### config.mk
export PLATFORM = sky130hd
export DESIGN_NAME = hlff_ctrl
export DESIGN_NICKNAME = d
export VERILOG_FILES = /design/src/rtl/core/hlff_pkg.sv /design/src/rtl/core/hlff_ctrl.sv
export SDC_FILE = /design/constraint.sdc
export NUM_CORES = 1
export LEC_CHECK = 0
export ABC_CLOCK_PERIOD_IN_PS = 1300
export BUFFER_PORTS_ARGS = -buffer_cell sky130_fd_sc_hd__buf_2
export CAP_MARGIN = 10
export CORE_AREA = 8 8 45 47
export DETAILED_ROUTE_END_ITERATION = 16
export DIE_AREA = 0 0 53 55
export HOLD_SLACK_MARGIN = 0.15
export PLACE_DENSITY_LB_ADDON = 0.12
export SLEW_MARGIN = 20
export SYNTH_ARGS = -nofsm -noshare
export SYNTH_HDL_FRONTEND = slang
export SYNTH_SLANG_ARGS = --single-unit
### constraint.sdc
create_clock -name i_clk -period 1.3 [get_ports i_clk]
set_clock_uncertainty 0.2 [all_clocks]
set_input_delay 0.325 -clock i_clk [delete_from_list [all_inputs] [get_ports i_clk]]
set_output_delay 0.325 -clock i_clk [all_outputs]
set_load 0.02 [all_outputs]
### src/rtl/core/hlff_pkg.sv
// Shared types and constants of the hot-list flood filter.
// No dependencies; imported by every module of the block.
package hlff_pkg;

    localparam int LIST_DEPTH = 16;
    localparam int IDX_W      = (LIST_DEPTH > 1) ? $clog2(LIST_DEPTH) : 1;
    localparam int ADDR_W     = 32;
    localparam int SCORE_W    = 16;
    localparam int CNT_W      = 48;
    localparam int LEN_W      = 32;
    localparam int CFG_IDX_W  = 2;
    localparam int CFG_DATA_W = 32;
    localparam int REASON_W   = 3;

    localparam logic [SCORE_W-1:0] DECAY_RST  = 16'd1;
    localparam logic [SCORE_W-1:0] BUMP_RST   = 16'd10;
    localparam logic [SCORE_W-1:0] THRESH_RST = 16'd100;
    localparam logic [LEN_W-1:0]   LENGTH_RST = 32'd1000;

    typedef enum logic [CFG_IDX_W-1:0] {
        REG_DECAY  = 2'd0,
        REG_BUMP   = 2'd1,
        REG_THRESH = 2'd2,
        REG_LENGTH = 2'd3
    } t_reg_idx;

    typedef enum logic [1:0] {
        CHK_ALLOW     = 2'd0,
        CHK_BLOCKED   = 2'd1,
        CHK_NEW_BLOCK = 2'd2
    } t_chk;

    typedef enum logic [REASON_W-1:0] {
        RSN_ALLOW       = 3'd0,
        RSN_SRC_BLOCKED = 3'd1,
        RSN_SRC_NEW     = 3'd2,
        RSN_DST_BLOCKED = 3'd3,
        RSN_DST_NEW     = 3'd4
    } t_reason;

    typedef struct packed {
        logic [SCORE_W-1:0] decay;
        logic [SCORE_W-1:0] bump;
        logic [SCORE_W-1:0] thresh;
        logic [LEN_W-1:0]   length;
    } t_cfg;

    typedef struct packed {
        logic find;
        logic update;
    } t_list_cmd;

    typedef struct packed {
        logic accept;
        logic src_find;
        logic src_upd;
        logic dst_find;
        logic dst_upd;
    } t_dp_cmd;

    typedef struct packed {
        logic src_deny;
    } t_dp_stat;

endpackage

### src/rtl/core/hlff_ctrl.sv
// Controller: sequences source find/update, then, unless the source is denied, destination find/update.
// Depends on hlff_pkg.
module hlff_ctrl import hlff_pkg::*; (
    input  logic     i_clk,
    input  logic     i_rst_n,
    input  logic     i_start,
    input  t_dp_stat i_stat,
    output t_dp_cmd  o_cmd,
    output logic     o_busy,
    output logic     o_valid
);

    typedef enum logic [2:0] {
        ST_IDLE,
        ST_SRC_FIND,
        ST_SRC_UPD,
        ST_DST_FIND,
        ST_DST_UPD
    } t_state;

    t_state r_state;
    logic   r_done;
    logic   accept;

    assign accept = i_start && (r_state == ST_IDLE);

    // Advance state; pulse done when a verdict is captured
    always_ff @(posedge i_clk) begin
        if (!i_rst_n) begin
            r_state <= ST_IDLE;
            r_done  <= 1'b0;
        end else begin
            r_done <= 1'b0;
            case (r_state)
                ST_IDLE: begin
                    if (accept) begin
                        r_state <= ST_SRC_FIND;
                    end
                end
                ST_SRC_FIND: r_state <= ST_SRC_UPD;
                ST_SRC_UPD: begin
                    if (i_stat.src_deny) begin
                        r_state <= ST_IDLE;
                        r_done  <= 1'b1;
                    end else begin
                        r_state <= ST_DST_FIND;
                    end
                end
                ST_DST_FIND: r_state <= ST_DST_UPD;
                ST_DST_UPD: begin
                    r_state <= ST_IDLE;
                    r_done  <= 1'b1;
                end
                default: r_state <= ST_IDLE;
            endcase
        end
    end

    // Decode datapath commands from state
    assign o_cmd.accept   = accept;
    assign o_cmd.src_find = (r_state == ST_SRC_FIND);
    assign o_cmd.src_upd  = (r_state == ST_SRC_UPD);
    assign o_cmd.dst_find = (r_state == ST_DST_FIND);
    assign o_cmd.dst_upd  = (r_state == ST_DST_UPD);
    assign o_busy         = (r_state != ST_IDLE);
    assign o_valid        = r_done;

endmodule

==> Yosys cells after proc, flatten, opt, wreduce, memory -nomap -nowiden <==
Cells that the tools add are included.
{ "op_classes": {"n_eq_ne": 5, "n_reduce_logical": 3, "mux": 5} }
{ "op_table": {"columns": ["op", "n"], "rows": [
  ["case mux 3 bit (4 select lines)", 1],
  ["equality test 3 x 2 -> 1 bit (second input constant)", 2],
  ["equality test 3 x 1 -> 1 bit (second input constant)", 1],
  ["equality test 3 bit (second input constant)", 1],
  ["zero test 3 bit", 1],
  ["two-way mux 3 bit", 1],
  ["nonzero test 3 bit", 1],
  ["two-way mux 2 bit", 1],
  ["!= test 2 bit (second input constant)", 1],
  ["case mux 1 bit (2 select lines)", 1],
  ["logical AND 1 bit", 1],
  ["two-way mux 1 bit", 1]
]} }
{ "totals": {"input_bits": 4, "wordCells": 15, "ff_bits": 4} }

==> Longest topological paths before layout <==
Gate-level depths: netlist of run 1.
{ "logic_depth": {"depth_word": 4, "mapped_depth": 4} }

==> Worst setup path after synthesis of run 1 <==
No wires, ideal clock.
{ "synth_timing": {"path_kind": "register -> output", "from": "reg r_state[2]", "to": "out o_cmd[0] in the netlist's numbering", "slack_ns": -0.219, "stages_incl_launch_ff": 3, "t_arrival_ns": 0.994, "required_time_ns": 0.775, "cell_sequence": "dfxtp_1 > buf_2 > nor3b_1"} }
{ "synth_rtl": {"columns": ["element", "line_no", "rtl"], "rows": [
  ["from (decl)", "hlff_ctrl.sv:21", "t_state r_state;"],
  ["from (signal assigned)", "hlff_ctrl.sv:30", "r_state <= ST_IDLE;"],
  ["from (signal assigned)", "hlff_ctrl.sv:37", "r_state <= ST_SRC_FIND;"],
  ["from (signal assigned)", "hlff_ctrl.sv:40", "ST_SRC_FIND: r_state <= ST_SRC_UPD;"],
  ["to (decl)", "hlff_ctrl.sv:8", "output t_dp_cmd o_cmd,"]
]} }

==> Worst setup path after layout of run 1 <==
{ "layout_timing": {"from": "reg r_state[0]", "to": "out o_busy"} }
{ "layout_between": {"elab_chain_len": 1} }
{ "layout_lines": {"columns": ["element", "line_no", "rtl"], "rows": [
  ["nonzero test 3 bit", "hlff_ctrl.sv:65", "assign o_busy = (r_state != ST_IDLE);"],
  ["to (decl)", "hlff_ctrl.sv:9", "output logic o_busy,"]
]} }
No other way between the ends.

==> results of run 1 <==
-- critical path, delay by kind of cell, from the launching register on --
kind / cells / cell delay, ns
and+or+nand+nor: 1 / 0.38
DFF: 1 / 0.35
buffers and inverters: 1 / 0.14
-- layout make-up --
cell class	instances	area (um2)
multi-input cells	16	164
flip-flops and latches	4	91.3
fillers	150	921
clock buffers	3	22.5
well taps	16	20.0
repair buffers	20	161
inverters	1	3.75
-- worst paths after layout --
kind	from	endpoint	slack, ns	depth (start not counted)
worst max-delay path	r_state[0]$_SDFFE_PN0P_	o_busy	-0.33	2
worst min register to register	r_state[0]$_SDFFE_PN0P_	r_state[0]$_SDFFE_PN0P_	0.39	2
worst max register to register	r_state[0]$_SDFFE_PN0P_	r_state[1]$_SDFFE_PN0P_	-0.03	3
worst min-delay path	i_stat	r_state[1]$_SDFFE_PN0P_	0.19	3
-- layer usage --
| metal | up-vias | part of all wire (%) |
|---|---|---|
| met3 | 0 | 4.4 |
| li1 | 124 | - |
| met4 | 0 | 0 |
| met5 | - | 0 |
| met2 | 3 | 57 |
| met1 | 119 | 38 |
-- metrics by stage --
stage / instance area (um2) / std cells / power, mW / utilization [%]
after CTS: 440 / 59 / 0.416 / 31.8
after detailed placement: 345 / 52 / 0.226 / 25.0
final: 463 / 60 / 0.406 / 33.5
after global routing: 463 / 60 / 0.444 / 33.5
after global placement: 345 / 52 / 0.225 / 25.0
after floorplan: 275 / 25 / 0.204 / -
-- power groups by stage --
stage / combinational (mW) / sequential, mW / clock, mW
2_1_floorplan: 0.0701 / 0.134 / 0
3_3_place_gp: 0.0843 / 0.140 / 0
3_5_place_dp: 0.0848 / 0.141 / 0
4_1_cts: 0.113 / 0.138 / 0.165
5_1_grt: 0.123 / 0.136 / 0.184
6_report: 0.116 / 0.136 / 0.154
-- placed cells by master, fill, tap and decap left out --
cell type      Yosys  layout
a2111oi_2          0       1
a211oi_2           1       2
and2_1             1       1
and3b_1            1       1
buf_2              1       4
buf_4              2      10
buf_6              1       5
clkbuf_4           0       3
dfxtp_1            4       1
dfxtp_4            0       3
dlygate4sd3_1      0       1
inv_1              1       1
nand2b_1           3       2
nand2b_4           0       1
nand3b_1           1       1
nor3_2             0       1
nor3b_2            0       3
or2b_1             1       1
or3_4              0       1
or3b_1             1       1
-- cells by family (layout without fill, tap and decap cells) --
kind of cell	count (synthesis)	after routing	synth area share, %
AOI/OAI and AO/OA	3	3	12.7
DFF	4	4	33.9
and+or+nand+nor	13	13	38.6
buffers and inverters	5	24	14.8
-- registers in the layout (all words and copies together), names as in the netlist --
| register | cells |
|---|---|
| r_state | 3 |
| o_valid | 1 |
-- repair_timing --
item                                    CTS  global route
endpoints found under the hold margin     1             0
gates resized for setup                  16             4
setup buffers                             3             1
hold buffers                              1             0
endpoints found under the setup margin    8             9
pin swaps                                 5             3
==> reports/qor.csv, run 1 <==
stage,metric,value,unit
critical_path,WS Path Type,reg2out,
sta,unrepaired setup endpoints after global routing,yes,
clocking,TritonCTS clock tree,built,
synth,Syn Area/Cell,9.46,um2
power,sequential cell fraction of total power,33.4,%
synth,sequential fraction of the synthesis area,33.9,%
synth,Post-Synthesis Cells,25,
route,Routed Wire Length,698,um
power,P_leak,0.209,nW
final_layout,share of cells above drive strength 1,77.3,%
synth,share of the synthesized area in the top cell type,33.9,%
route,TritonRoute pass-1 iters,2,
grt,M1 GR Usage,5.17,%
synth,Synth Flop Type,dfxtp_1,
grt,GR Overflow Total,0,
synth,cell taking the most area after synthesis,dfxtp_1,
route,detail-routed via count per cell,4.10,
sta,"Slew Viols, Final",0,
synth,Synth async-reset ratio,0,%
run_status,status,finished with violations,
route,Avg WL per Cell,11.6,um
critical_path,CP max FO,5,
clocking,Worst-path clk slew,0.04,ns
route,via count,246,
grt,largest net degree at the start of global routing,8,
route,drc violations,0,
critical_path,CP Capture Type,output pin,
synth,syn_nets,29,
grt,met2 GRT Util,9.96,%
clocking,clk buf depth,2,
grt,busiest grt layer,met2,
sta,PnR worst setup slack,-0.332,ns
critical_path,CP Data Required Time,0.77,ns
floorplan,Die ar.,2920,um2
grt,initial antenna violation count,0,
critical_path,Startpoint Class,flop,
power,PD cells,877,nW/um2
critical_path,CP max-delay cell,or3_4,
clocking,clock sinks,4,
critical_path,sequence of cells on the critical path,or3_4 -> buf_6,
grt,vias in the first global route,275,
clocking,Num CTS Buffers,3,
floorplan,initial cell density of the core,17.1,%
final_layout,Nets,50,
floorplan,Die X,53,um
synth,most frequent cells after synthesis,"dfxtp_1, nand2b_1, nor3b_1",
floorplan,# IOs,11,
grt,GR Util met3,2.94,%
route,DRT antenna net count,0,
final_layout,ANT cells,0,
grt,GRT Resource Usage Total,5.90,%
power,internal power,0.297,mW
power,Clk pwr share,38.0,%
power,Sw Ratio,26.9,%
grt,first-pass GRT wire length,1210,um
sta,final hold violations,0,
sta,Final min period,1.63,ns
power,Gate power share,28.6,%
synth,main area contributors after synthesis,"dfxtp_1, nor3b_1, nand2b_1",
sta,final setup fails,8,
sta,setup TNS,-1.58,ns
synth,"EDFF count, synth",0,
power,maximum VDD drop,0.234,mV
final_layout,area delta synth->final,95.8,%
critical_path,CP arrival,1.11,ns
clocking,worst-skew pair later-pin latency,0.23,ns
floorplan,CORE AREA,1380,um2
floorplan,Die Span Y,55,um
clocking,Root Driver,clkbuf_4,
sta,Hold Worst Slack,0.194,ns
run_status,failing checks,setup timing,
hold_path,Hold Crit Class,in2reg,
clocking,H-tree depth,1,
synth,unique cell type count in the Yosys netlist,17,
placed_design,gpl congestion,0.652,
synth,area of the mapped netlist,236,um2
route,DR iter-0 viols,1,
sta,worst-margin pin slew,0.241,ns
floorplan,num rows,14,
critical_path,Critical Path Max Stage Delay,0.38,ns
placed_design,IO Port Bufs,10,
synth,Yosys reg bits,4,
sta,part of the cycle the worst path needs,126,%
placed_design,pre-CTS setup slack,-0.118,ns
synth,most frequent cell after synthesis,dfxtp_1,
synth,YS warnings,0,
power,Psw,0.109,mW
sta,FMAX,613,MHz
run,max cap viols,0,
sta,Max transition margin,83.9,%
Power figures use the tool's default switching activity.
==> run 2: changes to the inputs <==
- CORE_AREA: 8 8 45 47 -> 2 2 39 41
- DIE_AREA: 0 0 53 55 -> 0 0 41 43
==> run 2 against run 1 <==
The flow still finishes with violations (setup timing). Clock-buffer cell count unchanged. Clock power about the same. Final cell count fell by 3.3%. Sequential power about the same. Combinational power grew 9%. Critical endpoint unchanged. Largest cell class unchanged. Largest power group unchanged. Highest routed layer unchanged.
==> reports/qor.csv, run 2 (same netlist as run 1, synthesis figures left out) <==
stage,metric,value,unit,change
grt,largest net degree at the start of global routing,8,,unchanged
sta,Max transition margin,83.5,%,-0.42 points
clocking,Num CTS Buffers,3,,unchanged
final_layout,Util after Layout,33.8,%,+0.36 points
clocking,worst-skew pair later-pin latency,0.23,ns,about the same
sta,setup TNS,-1.60,ns,-0.0181 ns
critical_path,CP max FO,6,,+1
sta,Hold Worst Slack,0.203,ns,+0.00900 ns
floorplan,# IOs,11,,unchanged
final_layout,Biggest register,r_state,,
critical_path,sequence of cells on the critical path,or3_4 -> buf_6,,
floorplan,num rows,14,,unchanged
grt,GR Overflow Total,0,,unchanged
power,PD cells,886,nW/um2,+1.0%
critical_path,CP Data Required Time,0.77,ns,about the same
clocking,H-tree depth,1,,unchanged
critical_path,"reg-to-reg slack, setup",-0.03,ns,about the same
route,DRT antenna net count,0,,unchanged
power,P_leak,0.202,nW,-3.7%
placed_design,dpl cells,52,,unchanged
final_layout,most frequent cells in the layout,"buf_6, buf_4, buf_2",,
route,Routed Wire Length,612,um,-12%
route,TritonRoute pass-1 iters,2,,unchanged
route,DR iter-0 viols,2,,+1
grt,initial antenna violation count,0,,unchanged
clocking,Worst-path clk slew,0.04,ns,about the same
final_layout,ANT cells,0,,unchanged
sta,FMAX,622,MHz,+1.5%
critical_path,CP endpoint,o_busy,,
floorplan,Die Span Y,43,um,-22%
route,via count,246,,unchanged
critical_path,Startpoint Class,flop,,
clocking,clock sinks,4,,unchanged
critical_path,WS Path Type,reg2out,,
placed_design,gpl congestion,0.721,,+11%
clocking,Root Driver,clkbuf_4,,
power,Design Power,0.415,mW,+2.1%
final_layout,fin area,468,um2,+1.1%
run_status,status,finished with violations,,
power,maximum VDD drop,0.452,mV,+93%
final_layout,Nets,48,,-4.0%
route,Avg WL per Cell,10.6,um,-9.3%
placed_design,Post-DP Area,345,um2,unchanged
route,drc violations,0,,unchanged
sta,PnR worst setup slack,-0.309,ns,+0.0234 ns
grt,vias in the first global route,250,,-9.1%
final_layout,area delta synth->final,97.9,%,
floorplan,Die X,41,um,-23%
grt,GRT Resource Usage Total,9.33,%,+3.4 points
final_layout,share of cells above drive strength 1,76.2,%,-1.1 points
critical_path,Worst R2R Start,r_state[1]$_SDFFE_PN0P_,,
floorplan,initial cell density of the core,17.1,%,unchanged
clocking,TritonCTS clock tree,built,,
sta,final hold violations,0,,unchanged
placed_design,pre-CTS setup slack,-0.157,ns,-0.0390 ns
critical_path,CP Capture Type,output pin,,
run_status,failing checks,setup timing,,
final_layout,max FFs per register,3,,unchanged
critical_path,Worst Setup SP,r_state[1]$_SDFFE_PN0P_,,
critical_path,CP arrival,1.08,ns,-0.03 ns
floorplan,CORE AREA,1380,um2,unchanged
sta,Final min period,1.61,ns,-0.0234 ns
sta,worst-margin pin slew,0.247,ns,+0.00673 ns
critical_path,reg2reg end,r_state[0]$_SDFFE_PN0P_,,
final_layout,"commonest non-fill, non-tap cell in the layout",buf_6,,
sta,"Slew Viols, Final",0,,unchanged
hold_path,Hold Crit Class,in2reg,,
floorplan,Die ar.,1760,um2,-40%
grt,first-pass GRT wire length,1020,um,-15%
clocking,clk buf depth,2,,unchanged
run,max cap viols,0,,unchanged
final_layout,"non-filler cells, final",58,,-3.3%
route,detail-routed via count per cell,4.24,,+3.4%
critical_path,FF-to-FF path depth,3,,unchanged
critical_path,Critical Path Max Stage Delay,0.36,ns,-0.02 ns
sta,unrepaired setup endpoints after global routing,yes,,
sta,final setup fails,8,,unchanged
critical_path,CP max-delay cell,or3_4,,
sta,part of the cycle the worst path needs,124,%,-1.8 points
placed_design,IO Port Bufs,10,,unchanged
==> run 2: cell types whose count changed in the layout (fill, tap and decap cells not counted), sizes merged <==
cell	previous run	this run
buf	19	17
==> run 2: layout make-up <==
cell class	instances	area (um2)
clock buffer	3	22.5
fill	147	916
inverter	1	3.75
multi-input combinational	16	179
sequential	4	88.8
tap	16	20.0
timing repair buffer	18	154
==> run 2: worst max-delay path: cells and delay by family (launching register included) <==
kind / cells / cell delay [ns]
buf+inv: 1 / 0.14
simple gates: 1 / 0.36
flops: 1 / 0.35
==> run 2: worst min path at each step <==
stage / depth (start not counted) / slack (ns) / to / startpoint
floorplan: 1 / 0.25 / r_state[2]$_SDFFE_PN0P_ / i_rst_n
global placement: 2 / 0.35 / r_state[2]$_SDFFE_PN0P_ / i_rst_n
detailed placement: 2 / 0.35 / r_state[2]$_SDFFE_PN0P_ / i_rst_n
CTS: 3 / 0.17 / r_state[0]$_SDFFE_PN0P_ / i_start
global route: 3 / 0.19 / r_state[0]$_SDFFE_PN0P_ / i_start
finish: 3 / 0.20 / r_state[0]$_SDFFE_PN0P_ / i_start
==> run 2: report_power, final <==
group	switching [mW]	internal (mW)
Sequential	0.00854	0.129
Clock	0.0480	0.103
Combinational	0.0535	0.0728
Total	0.110	0.305
==> run 2: per-layer routing <==
metal | share of wire (%) | wire length, um | up-vias | track usage [%]
met1 | 37 | 228 | 116 | 9.62
met2 | 58 | 354 | 7 | 13.1
met3 | 4.9 | 30 | 0 | 6.28
met4 | 0 | 0 | 0 | 6.00
met5 | 0 | 0 | - | 0
li1 | - | - | 123 | -
==> run 2: what timing repair did <==
action                     CTS  global route
hold buffers                 1             0
setup endpoints to repair    8             8
gates resized for setup     17             6
setup buffers                2             0
pin swaps                    6             3
cloned                       0             0
hold endpoints to repair     1             0
